**src/hw/rtl/slcr_pkg.sv**
```systemverilog
// shared types, codes and prefix tables of the serial line command receiver
// no dependencies
`timescale 1ns / 1ps

package slcr_pkg;

  // default line capacity; a line stores at most LINE_CAPACITY - 1 bytes, terminator included
  localparam int unsigned LineCapacityDefault = 64;

  // fixed field widths
  localparam int unsigned LineLenW = 6;
  localparam int unsigned IdleW    = 16;

  // reset value of the idle limit register
  localparam logic [IdleW-1:0] IdleLimitReset = 16'd100;

  // control characters
  localparam logic [7:0] CharCr = 8'h0D;
  localparam logic [7:0] CharLf = 8'h0A;

  // prefix lengths
  localparam int unsigned VerLen   = 4;
  localparam int unsigned WriteLen = 8;
  localparam int unsigned ReadLen  = 7;

  // hit bit positions
  localparam int unsigned HitVer   = 0;
  localparam int unsigned HitWrite = 1;
  localparam int unsigned HitRead  = 2;

  // input item operations
  typedef enum logic [1:0] {
    OP_BYTE = 2'd0,
    OP_TICK = 2'd1,
    OP_TAKE = 2'd2
  } op_e;

  // command codes reported on a take
  typedef enum logic [2:0] {
    RES_NONE    = 3'd0,
    RES_VERSION = 3'd1,
    RES_WRITE   = 3'd2,
    RES_READ    = 3'd3,
    RES_UNKNOWN = 3'd4
  } result_e;

  // "ver\n"
  function automatic logic [7:0] ver_char(input logic [1:0] pos);
    logic [7:0] c;
    case (pos)
      2'd0:    c = 8'h76;
      2'd1:    c = 8'h65;
      2'd2:    c = 8'h72;
      default: c = CharLf;
    endcase
    return c;
  endfunction

  // "write 1="
  function automatic logic [7:0] write_char(input logic [2:0] pos);
    logic [7:0] c;
    case (pos)
      3'd0:    c = 8'h77;
      3'd1:    c = 8'h72;
      3'd2:    c = 8'h69;
      3'd3:    c = 8'h74;
      3'd4:    c = 8'h65;
      3'd5:    c = 8'h20;
      3'd6:    c = 8'h31;
      default: c = 8'h3D;
    endcase
    return c;
  endfunction

  // "read 1=" (position 7 is beyond the prefix and never compared)
  function automatic logic [7:0] read_char(input logic [2:0] pos);
    logic [7:0] c;
    case (pos)
      3'd0:    c = 8'h72;
      3'd1:    c = 8'h65;
      3'd2:    c = 8'h61;
      3'd3:    c = 8'h64;
      3'd4:    c = 8'h20;
      3'd5:    c = 8'h31;
      default: c = 8'h3D;
    endcase
    return c;
  endfunction

endpackage

```
**src/hw/rtl/serial_line_command_receiver_core.sv**
```systemverilog
// serial line command receiver: line assembly, prefix match, idle timeout
// depends on slcr_pkg
`timescale 1ns / 1ps

//  channel  | direction | handshake              | payload
//  ---------+-----------+------------------------+-----------------------------------
//  in       | input     | in_valid_i/in_ready_o  | cmd_i, rx_byte_i, tick_amount_i
//  out      | output    | out_valid_o/out_ready_i| line_ready_o, command_o,
//           |           |                        | line_length_o, byte_accepted_o,
//           |           |                        | timed_out_o
//  cfg      | input     | cfg_valid_i/cfg_ready_o| cfg_data_i (idle limit)
//
// one item per cycle while the output is not stalled; an accepted item passes
// the input register, then one pass of line state logic into the result register
// the input stage refills in the same cycle the result register is drained
// cfg is always ready; reset clears line state, sets the idle limit to 100
// a stalled output holds both stages; no clearing pass after reset

module serial_line_command_receiver_core
  import slcr_pkg::*;
#(
  parameter int unsigned LINE_CAPACITY = LineCapacityDefault
) (
  input  logic                clk_i,
  input  logic                rst_ni,
  // input items
  input  logic                in_valid_i,
  output logic                in_ready_o,
  input  logic [1:0]          cmd_i,
  input  logic [7:0]          rx_byte_i,
  input  logic [7:0]          tick_amount_i,
  // result items
  output logic                out_valid_o,
  input  logic                out_ready_i,
  output logic                line_ready_o,
  output logic [2:0]          command_o,
  output logic [LineLenW-1:0] line_length_o,
  output logic                byte_accepted_o,
  output logic                timed_out_o,
  // configuration
  input  logic                cfg_valid_i,
  output logic                cfg_ready_o,
  input  logic [IdleW-1:0]    cfg_data_i
);

  localparam int unsigned FillW = $clog2(LINE_CAPACITY);
  localparam int unsigned LenW  = (FillW > LineLenW) ? FillW : LineLenW;
  localparam logic [FillW-1:0] LastFill = FillW'(LINE_CAPACITY - 1);

  // pipeline control
  logic s1_valid_q;
  logic advance;
  logic s1_load;

  // input register
  logic [1:0] cmd_q;
  logic [7:0] rx_byte_q;
  logic [7:0] tick_q;

  // line state
  logic [FillW-1:0] fill_q, fill_d;
  logic             fin_q, fin_d;
  logic [FillW-1:0] flen_q, flen_d;
  logic [IdleW-1:0] idle_q, idle_d;
  logic [2:0]       hits_q, hits_d;
  logic [IdleW-1:0] idle_limit_q;

  // result of the current pass
  result_e          res_cmd;
  logic             res_acc;
  logic             res_tmo;
  logic             took;
  logic [FillW-1:0] took_len;
  logic [FillW-1:0] fill_inc;
  logic [IdleW-1:0] idle_sum;
  logic [2:0]       hits_base;
  logic [LenW-1:0]  len_full;

  // result register
  logic                out_valid_q;
  logic                line_ready_q;
  logic [2:0]          command_q;
  logic [LineLenW-1:0] line_length_q;
  logic                byte_accepted_q;
  logic                timed_out_q;

  // handshake
  assign advance     = !out_valid_q || out_ready_i;
  assign in_ready_o  = !s1_valid_q || advance;
  assign s1_load     = in_valid_i && in_ready_o;
  assign cfg_ready_o = 1'b1;

  // input stage
  always_ff @(posedge clk_i or negedge rst_ni) begin
    if (!rst_ni) begin
      s1_valid_q <= 1'b0;
    end else if (in_ready_o) begin
      s1_valid_q <= in_valid_i;
    end
  end

  always_ff @(posedge clk_i) begin
    if (s1_load) begin
      cmd_q     <= cmd_i;
      rx_byte_q <= rx_byte_i;
      tick_q    <= tick_amount_i;
    end
  end

  // line state update for one item
  always_comb begin
    fill_d    = fill_q;
    fin_d     = fin_q;
    flen_d    = flen_q;
    idle_d    = idle_q;
    hits_d    = hits_q;
    res_cmd   = RES_NONE;
    res_acc   = 1'b0;
    res_tmo   = 1'b0;
    took      = 1'b0;
    took_len  = flen_q;
    fill_inc  = fill_q + FillW'(1);
    idle_sum  = idle_q + IdleW'(tick_q);
    hits_base = (fill_q == '0) ? 3'b111 : hits_q;

    case (op_e'(cmd_q))
      OP_BYTE: begin
        if (!fin_q && rx_byte_q != CharCr) begin
          // clear hit bits of prefixes that mismatch at this position
          hits_d = hits_base;
          if (fill_q < FillW'(VerLen) && rx_byte_q != ver_char(fill_q[1:0])) begin
            hits_d[HitVer] = 1'b0;
          end
          if (fill_q < FillW'(WriteLen) && rx_byte_q != write_char(fill_q[2:0])) begin
            hits_d[HitWrite] = 1'b0;
          end
          if (fill_q < FillW'(ReadLen) && rx_byte_q != read_char(fill_q[2:0])) begin
            hits_d[HitRead] = 1'b0;
          end
          res_acc = 1'b1;
          fill_d  = fill_inc;
          // line ends on newline or when the fill reaches LINE_CAPACITY - 1
          if (rx_byte_q == CharLf || fill_inc == LastFill) begin
            fin_d  = 1'b1;
            flen_d = fill_inc;
            fill_d = '0;
          end
        end
      end
      OP_TICK: begin
        if (fill_q == '0) begin
          idle_d = '0;
        end else if (idle_sum > idle_limit_q) begin
          idle_d  = '0;
          fill_d  = '0;
          res_tmo = 1'b1;
        end else begin
          idle_d = idle_sum;
        end
      end
      OP_TAKE: begin
        if (fin_q) begin
          // prefix priority: ver, write, read
          if (hits_q[HitVer]) begin
            res_cmd = RES_VERSION;
          end else if (hits_q[HitWrite]) begin
            res_cmd = RES_WRITE;
          end else if (hits_q[HitRead]) begin
            res_cmd = RES_READ;
          end else begin
            res_cmd = RES_UNKNOWN;
          end
          took   = 1'b1;
          fin_d  = 1'b0;
          fill_d = '0;
        end
      end
      default: begin
      end
    endcase

    // reported length
    if (took) begin
      len_full = LenW'(took_len);
    end else if (fin_d) begin
      len_full = LenW'(flen_d);
    end else begin
      len_full = LenW'(fill_d);
    end
  end

  // line state registers
  always_ff @(posedge clk_i or negedge rst_ni) begin
    if (!rst_ni) begin
      fill_q <= '0;
      fin_q  <= 1'b0;
      flen_q <= '0;
      idle_q <= '0;
      hits_q <= 3'b111;
    end else if (s1_valid_q && advance) begin
      fill_q <= fill_d;
      fin_q  <= fin_d;
      flen_q <= flen_d;
      idle_q <= idle_d;
      hits_q <= hits_d;
    end
  end

  // idle limit register
  always_ff @(posedge clk_i or negedge rst_ni) begin
    if (!rst_ni) begin
      idle_limit_q <= IdleLimitReset;
    end else if (cfg_valid_i && cfg_ready_o) begin
      idle_limit_q <= cfg_data_i;
    end
  end

  // result register
  always_ff @(posedge clk_i or negedge rst_ni) begin
    if (!rst_ni) begin
      out_valid_q <= 1'b0;
    end else if (advance) begin
      out_valid_q <= s1_valid_q;
    end
  end

  always_ff @(posedge clk_i) begin
    if (s1_valid_q && advance) begin
      line_ready_q    <= fin_d;
      command_q       <= res_cmd;
      line_length_q   <= len_full[LineLenW-1:0];
      byte_accepted_q <= res_acc;
      timed_out_q     <= res_tmo;
    end
  end

  assign out_valid_o     = out_valid_q;
  assign line_ready_o    = line_ready_q;
  assign command_o       = command_q;
  assign line_length_o   = line_length_q;
  assign byte_accepted_o = byte_accepted_q;
  assign timed_out_o     = timed_out_q;

endmodule

```
**config.mk**
```make
export PLATFORM = sky130hd
export DESIGN_NAME = serial_line_command_receiver_core
export DESIGN_NICKNAME = d
export VERILOG_FILES = /design/src/hw/rtl/slcr_pkg.sv /design/src/hw/rtl/serial_line_command_receiver_core.sv
export SDC_FILE = /design/constraint.sdc
export NUM_CORES = 1
export LEC_CHECK = 0
export ABC_AREA = 1
export BUFFER_PORTS_ARGS = -buffer_cell sky130_fd_sc_hd__buf_2
export CORE_MARGIN = 2
export CORE_UTILIZATION = 40
export CTS_CLUSTER_SIZE = 14
export DETAILED_ROUTE_END_ITERATION = 16
export HOLD_SLACK_MARGIN = 0.08
export SLEW_MARGIN = 20
export SYNTH_ARGS = -nofsm -noshare
export SYNTH_HDL_FRONTEND = slang
export SYNTH_SLANG_ARGS = --single-unit
```
**constraint.sdc**
```tcl
create_clock -name clk_i -period 7.9 [get_ports clk_i]
set_clock_uncertainty 0.2 [all_clocks]
set_input_delay 1.58 -clock clk_i [delete_from_list [all_inputs] [get_ports clk_i]]
set_output_delay 1.58 -clock clk_i [all_outputs]
set_load 0.01 [all_outputs]
```
==> impl_metrics.ini, run 1 <==
[synth]
muxShareOfSynthArea_pct = 0.239
postSynthAreaPerCell_um2 = 8.17
ys_async_sr_fraction_pct = 62.5
syn_inst = 577
synth_xor_area_share_pct = 2.42
synth_top_family_by_area = simple AND/OR/NAND/NOR gates
synth-main-ff-cell = dfrtp_1
ys_ff_latch = 80
syn_area_um2 = 4710
synth_cell_types = 41
syn_nets = 646
synthDominantCellAreaShare_pct = 23.4
yosys-top-cells-area = dfrtp_1 (23%), edfxtp_1 (19%), nand2_1 (12%)
synth_compound_area_share_pct = 13.1
ys_seq_area_share_pct = 45.8
synth_enable_flop_cells = 30
synth_top_cell_by_area = dfrtp_1
synth_simple_gate_area_share_pct = 21.7
yosys_warnings = 0
synthAdderAreaFrac_pct = 8.12

[layout]
diodes = 0
final_cell_count_no_fill = 779
nets = 700
drive_above_1_share_pct = 15.4
area_growth_pct = 14.8
fillers = 1122

[route]
final_antenna_net_count = 0
drc = 0
wire_per_inst_um = 13.4
dr.pass1.iters = 4
drt_wl_total_um = 10400
via_per_inst = 4.98
num_vias = 3880
drtIter0Drc = 200

[placed_design]
pre_cts_ws_ps = 4010
place.gp.congestion = 0.869
dp_cells = 763
port_buffers = 52
post-dp-hpwl_um = 7920

[setup_path]
crit_path_start_kind = register
cp-end-kind = register
worstSetupPathType = reg2reg
worstPathMaxFanout = 12
arrival_ps = 4010
crit_required_ps = 7960

[sta]
finalSetupViolCount = 0
worst_pin_slew_ps = 984
fin_tns_setup_ps = 0
maxSlewViolCount = 0
rsz0062_at_grt = false
finalHoldViolations = 0
clock.fmax_ghz = 0.253
period_minus_slack_ps = 3950
relSlewSlack_pct = 34.3
post-route-period-util_pct = 50.0
final.setup.worst_slack_ps = 3950

[pwr]
p_per_area_nw_per_um2 = 310
p_total_mw = 1.67
vdd_drop_max_mv = 0.153
p_leak_nw = 2.70

[die]
dieArea_um2 = 12700
die_w_um = 113
core_area_um2 = 11500
start_util_pct = 41.1
io_pins = 54
die_h_um = 113
num_rows = 39

[global_routing]
grt_pass1_wl_um = 17800
grt_max_degree = 51
grtUsageTotal_pct = 17.7
antenna_found_initial = 0
grt_pass1_vias = 3818
overflow = 0

[clocking]
cts_made_buffers = 9
hold_buffers = 0
clockBufferDepth = 2
cts_tree = done
clk_latency_ps = 350
root_buffer = clkbuf_16
clk_pin_slew_ps = 60
cts_resized = 0
cts_max_level = 3
cts_sinks = 80
postCtsSetupBuffers = 0

[flow_run]
drv_cap = 0

[run_status]
outcome = finished clean

[worst_hold_path]
min_path_type = reg2reg
## logic make-up (layout without fill, tap and decap cells)
kind of cell / count (synthesis) / count (layout)
buf+inv: 102 / 161
fa+ha+maj: 30 / 30
other cells: 1 / 1
flops: 80 / 80
xor+xnor: 13 / 13
mux: 1 / 1
simple gates: 242 / 242
compound gates: 108 / 108
## synth_stat cells (2+ instances only)
library cell / count
o21ai_0: 54
xnor2_1: 3
nand2_2: 4
edfxtp_1: 30
o211ai_1: 2
buf_6: 2
nand3b_1: 2
a22o_1: 2
o22ai_1: 5
nor3_1: 6
xor2_1: 10
o21ai_2: 8
or2_2: 2
inv_2: 3
a21oi_1: 30
nand2_1: 153
nor2_2: 2
dfstp_2: 6
inv_1: 87
clkbuf_1: 6
nand3_1: 33
dfrtp_1: 44
nand4_1: 5
ha_1: 29
nand2_4: 2
nor2_1: 31
o2111ai_1: 2
## per-stage QoR
stage | area (µm²) | util (%) | hold WS (ps)
3_3_place_gp | 5100 | 44.5 | 274
6_report | 5410 | 47.2 | 294
3_5_place_dp | 5100 | 44.5 | 286
4_1_cts | 5410 | 47.2 | 301
5_1_grt | 5410 | 47.2 | 337
2_1_floorplan | 4710 | - | 253
## registers in the layout, indices dropped and copies added (netlist names)
name and cells:
s1_valid_q 1, out_valid_o 1, hits_q 3, rx_byte_q 8
idle_limit_q 16, flen_q 6, byte_accepted_o 1, idle_q 16
cmd_q 2, line_length_o 6, fin_q 1, tick_q 8
timed_out_o 1, fill_q 6, command_o 3, line_ready_o 1
## cell type report
type	count	area (µm²)	area share [%]
Inverter	92	348	6.43
Tap cell	143	179	3.31
Timing Repair Buffer	53	268	4.95
Clock buffer	12	258	4.76
Sequential cell	80	2160	39.9
Multi-Input combinational cell	395	2150	39.7
Clock inverter	4	51.3	0.948
## worst paths after layout
check                      startpoint         end  slack [ps]  cells past startpoint
setup / recovery            idle_q[0]  idle_q[14]        3950                     19
hold / removal              idle_q[3]   idle_q[3]         290                      2
setup reg to reg            idle_q[0]  idle_q[14]        3950                     19
hold reg to reg             idle_q[3]   idle_q[3]         290                      2
max in group asynchronous      rst_ni   fill_q[2]        5890                      2
min in group asynchronous      rst_ni  s1_valid_q        1160                      2
## metal layers
layer / global-route usage (%) / part of all wire (%)
met5: 0 / 0
met2: 29.5 / 47
met4: 7.40 / 2.4
met1: 22.6 / 47
met3: 3.35 / 3.4
## cells in the final DEF, fill, tap and decap left out, types with 2 or more instances in the layout
master      synthesis  routed
inv_4               1       2
clkbuf_16           0      10
a21oi_1            30      30
edfxtp_1           30      30
clkinvlp_4          0       2
dfrtp_1            44      44
ha_1               29      29
o21ai_0            54      54
buf_2               1      52
xnor2_1             3       3
o22ai_1             5       5
o21ai_2             8       8
nand3b_1            2       2
nor3_1              6       6
nand3_1            33      33
inv_1              87      87
nor2_1             31      31
nand2_2             4       4
nand2_1           153     153
dfstp_2             6       6
xor2_1             10      10
clkbuf_1            6       2
o2111ai_1           2       2
o211ai_1            2       2
or2_2               2       2
nand2_4             2       2
a22o_1              2       2
nand4_1             5       5
nor2_2              2       2
inv_2               3       3
## worst max-delay path, stage by stage, from the launching register on
cell and delay [ps]:
dfrtp_1 350, ha_1 180, inv_1 60, fa_1 410, o21ai_2 220, nand4_1 130, nand2_1 110, nand2_1 80
nor2_1 170, nand2_1 90, xor2_1 160, ha_1 290, nand3_1 90, nor3_1 230, nand3b_1 140, nand2_1 120
nand3_1 350, inv_1 310, nand2_1 80, o21ai_0 80
## power by group
group	total (mW)	internal (mW)	switching, mW
clock	0.432	0.264	0.168
combinational	0.654	0.234	0.419
sequential	0.589	0.526	0.0631
No activity file was read; power rests on OpenSTA's default activity.
==> run 2: changes to the inputs <==
ABC_AREA = 0   (was 1)
clock period = 4.03 ns   (was 7.9 ns; I/O delays follow)
==> impl_metrics.ini, run 2 <==
[run_status]
outcome = finished with violations
violations = negative setup slack

[synth]
synthTopCellsByCount = nand2_1 (58), dfrtp_1 (44), o21ai_0 (33), inv_1 (32), edfxtp_1 (30)
yosys_warnings = 0
ys_seq_area_share_pct = 45.1
syn_nets = 568
synth-main-ff-cell = dfrtp_1
syn_inst = 499
synthDominantCellAreaShare_pct = 23.0
synth.most_common_cell = nand2_1
synth_enable_flop_cells = 30
ys_ff_latch = 80
ys_async_sr_fraction_pct = 62.5
syn_area_um2 = 4790
synth_top_cell_by_area = dfrtp_1
postSynthAreaPerCell_um2 = 9.60
yosys-top-cells-area = dfrtp_1 (23%), edfxtp_1 (19%), ha_1 (7.6%)
synth_cell_types = 65

[sta]
clock.fmax_ghz = 0.242
maxSlewViolCount = 0
final.setup.worst_slack_ps = -98.1
worst_pin_slew_ps = 979
relSlewSlack_pct = 34.5
finalSetupViolCount = 17
fin_tns_setup_ps = -664
finalHoldViolations = 0
period_minus_slack_ps = 4130
rsz0062_at_grt = true
post-route-period-util_pct = 102

[route]
dr.pass1.iters = 4
drt_wl_total_um = 11200
drc = 0
wire_per_inst_um = 15.8
final_antenna_net_count = 0
via_per_inst = 5.57
drtIter0Drc = 217
num_vias = 3954

[placed_design]
post-dp-hpwl_um = 7830
dp_cells = 681
place.gp.congestion = 0.911
pre_cts_ws_ps = -319
port_buffers = 52
dpl-instance-area_um2 = 5190

[die]
dieArea_um2 = 12900
core_area_um2 = 11600
start_util_pct = 41.4
die_h_um = 113
io_pins = 54
num_rows = 39
die_w_um = 113

[global_routing]
overflow = 0
grt_pass1_wl_um = 18400
grt_pass1_vias = 3874
grt_max_degree = 49
antenna_found_initial = 0
grtUsageTotal_pct = 18.1

[layout]
layout_commonest_cell = nand2_1
drive_above_1_share_pct = 24.0
final_cell_count_no_fill = 710
layout_common_cells = nand2_1 (57), buf_2 (51), dfrtp_1 (44)
post-route-util_pct = 50.0
area_growth_pct = 20.6
nets = 631
fillers = 1075
diodes = 0
finish.instance_area_um2 = 5780
top_regs = idle_limit_q: 16 flops, idle_q: 16 flops

[pwr]
p_per_area_nw_per_um2 = 683
p_leak_nw = 2.40
vdd_drop_max_mv = 0.351

[setup_path]
arrival_ps = 4190
critPathMaxStageDelay_ps = 450
cpMostUsedCell = o31ai_4
crit_path_start_kind = register
worstPathCellList = ha_4 > nor4_2 > nor4b_2 > a21oi_2 > or4_4 > xnor2_2 > ha_1 > nand4_1 > buf_4 > nor2_1 > a221o_1 > o31ai_4 > buf_6 > buf_12 > nand2_8 > o31ai_4
worstPathMaxFanout = 7
path_delay_family = compound AO/OA/AOI/OAI gates
crit_required_ps = 4090
cp.depth = 16
reg2regPathDepth = 16
cp-end-kind = register
cp_slowest_cell = or4_4
worstSetupPathType = reg2reg
crit_buf_inv = 3

[clocking]
cts_tree = done
root_buffer = clkbuf_16
clockBufferDepth = 2
cts_made_buffers = 9
clk_pin_slew_ps = 60
cts_sinks = 80
clk_latency_ps = 350
hold_buffers = 0
cts_max_level = 3

[worst_hold_path]
min_path_type = in2async

[flow_run]
drv_cap = 0
## run 2: cell types whose count changed in the layout (fill, tap and decap cells not counted), sizes merged, moves of 10 or more
cell    previous run  this run
buf               53        75
inv               92        33
nand2            159        58
nand2b             0        10
nand3             33        20
o21ai             62        33
xnor2              3        19
## run 2: kinds of logic (layout without fill, tap and decap cells)
logic type	after synthesis	count (layout)	synth area share (%)
mux	6	6	1.41
xor+xnor	27	27	4.94
simple gates	180	180	19.6
compound gates	119	119	16.0
other cells	1	1	0.0783
fa+ha+maj	30	30	7.99
buf+inv	56	124	4.88
flops	80	80	45.1
## run 2: worst paths after layout
check | startpoint | end | slack, ps
setup / recovery | tick_q[4] | idle_q[0] | -100
min in group clk_i | flen_q[0] | flen_q[0] | 290
max in group asynchronous | rst_ni | hits_q[1] | 2750
hold / removal | rst_ni | idle_limit_q[1] | 280
setup reg to reg | tick_q[4] | idle_q[0] | -100
hold reg to reg | flen_q[0] | flen_q[0] | 290
## run 2: cell type report
class	count	area (µm²)	area share (%)
inverters	33	124	2.14
flip-flops and latches	80	2160	37.4
well taps	143	179	3.10
clock inverters	4	20.0	0.346
clock buffers	12	246	4.26
multi-input cells	363	2590	44.8
repair buffers	75	463	8.01
## run 2: repair_timing
item,in CTS,in global routing
gates resized for setup,12,32
setup endpoints to repair,28,29
setup buffers,5,8
pin swaps,9,25
## run 2: per-stage QoR
step | total power [mW] | hold WS (ps)
final | 3.95 | 282
after CTS | 3.73 | 288
after global routing | 4.25 | 307
after floorplan | 2.47 | 251
after detailed placement | 2.89 | 276
after global placement | 2.86 | 271
## run 2: power by group
part           internal, mW  total, mW  switching [mW]
combinational         0.861       1.92            1.05
clock                 0.430      0.744           0.314
sequential             1.08       1.29           0.213
## run 2: routing by layer
metal | up-vias | routed length [µm] | GRT usage [%]
met4 | 0 | 271 | 7.15
met2 | 108 | 5180 | 28.4
met1 | 1881 | 5210 | 23.9
li1 | 1943 | - | -
met3 | 22 | 572 | 4.78
met5 | - | 0 | 0
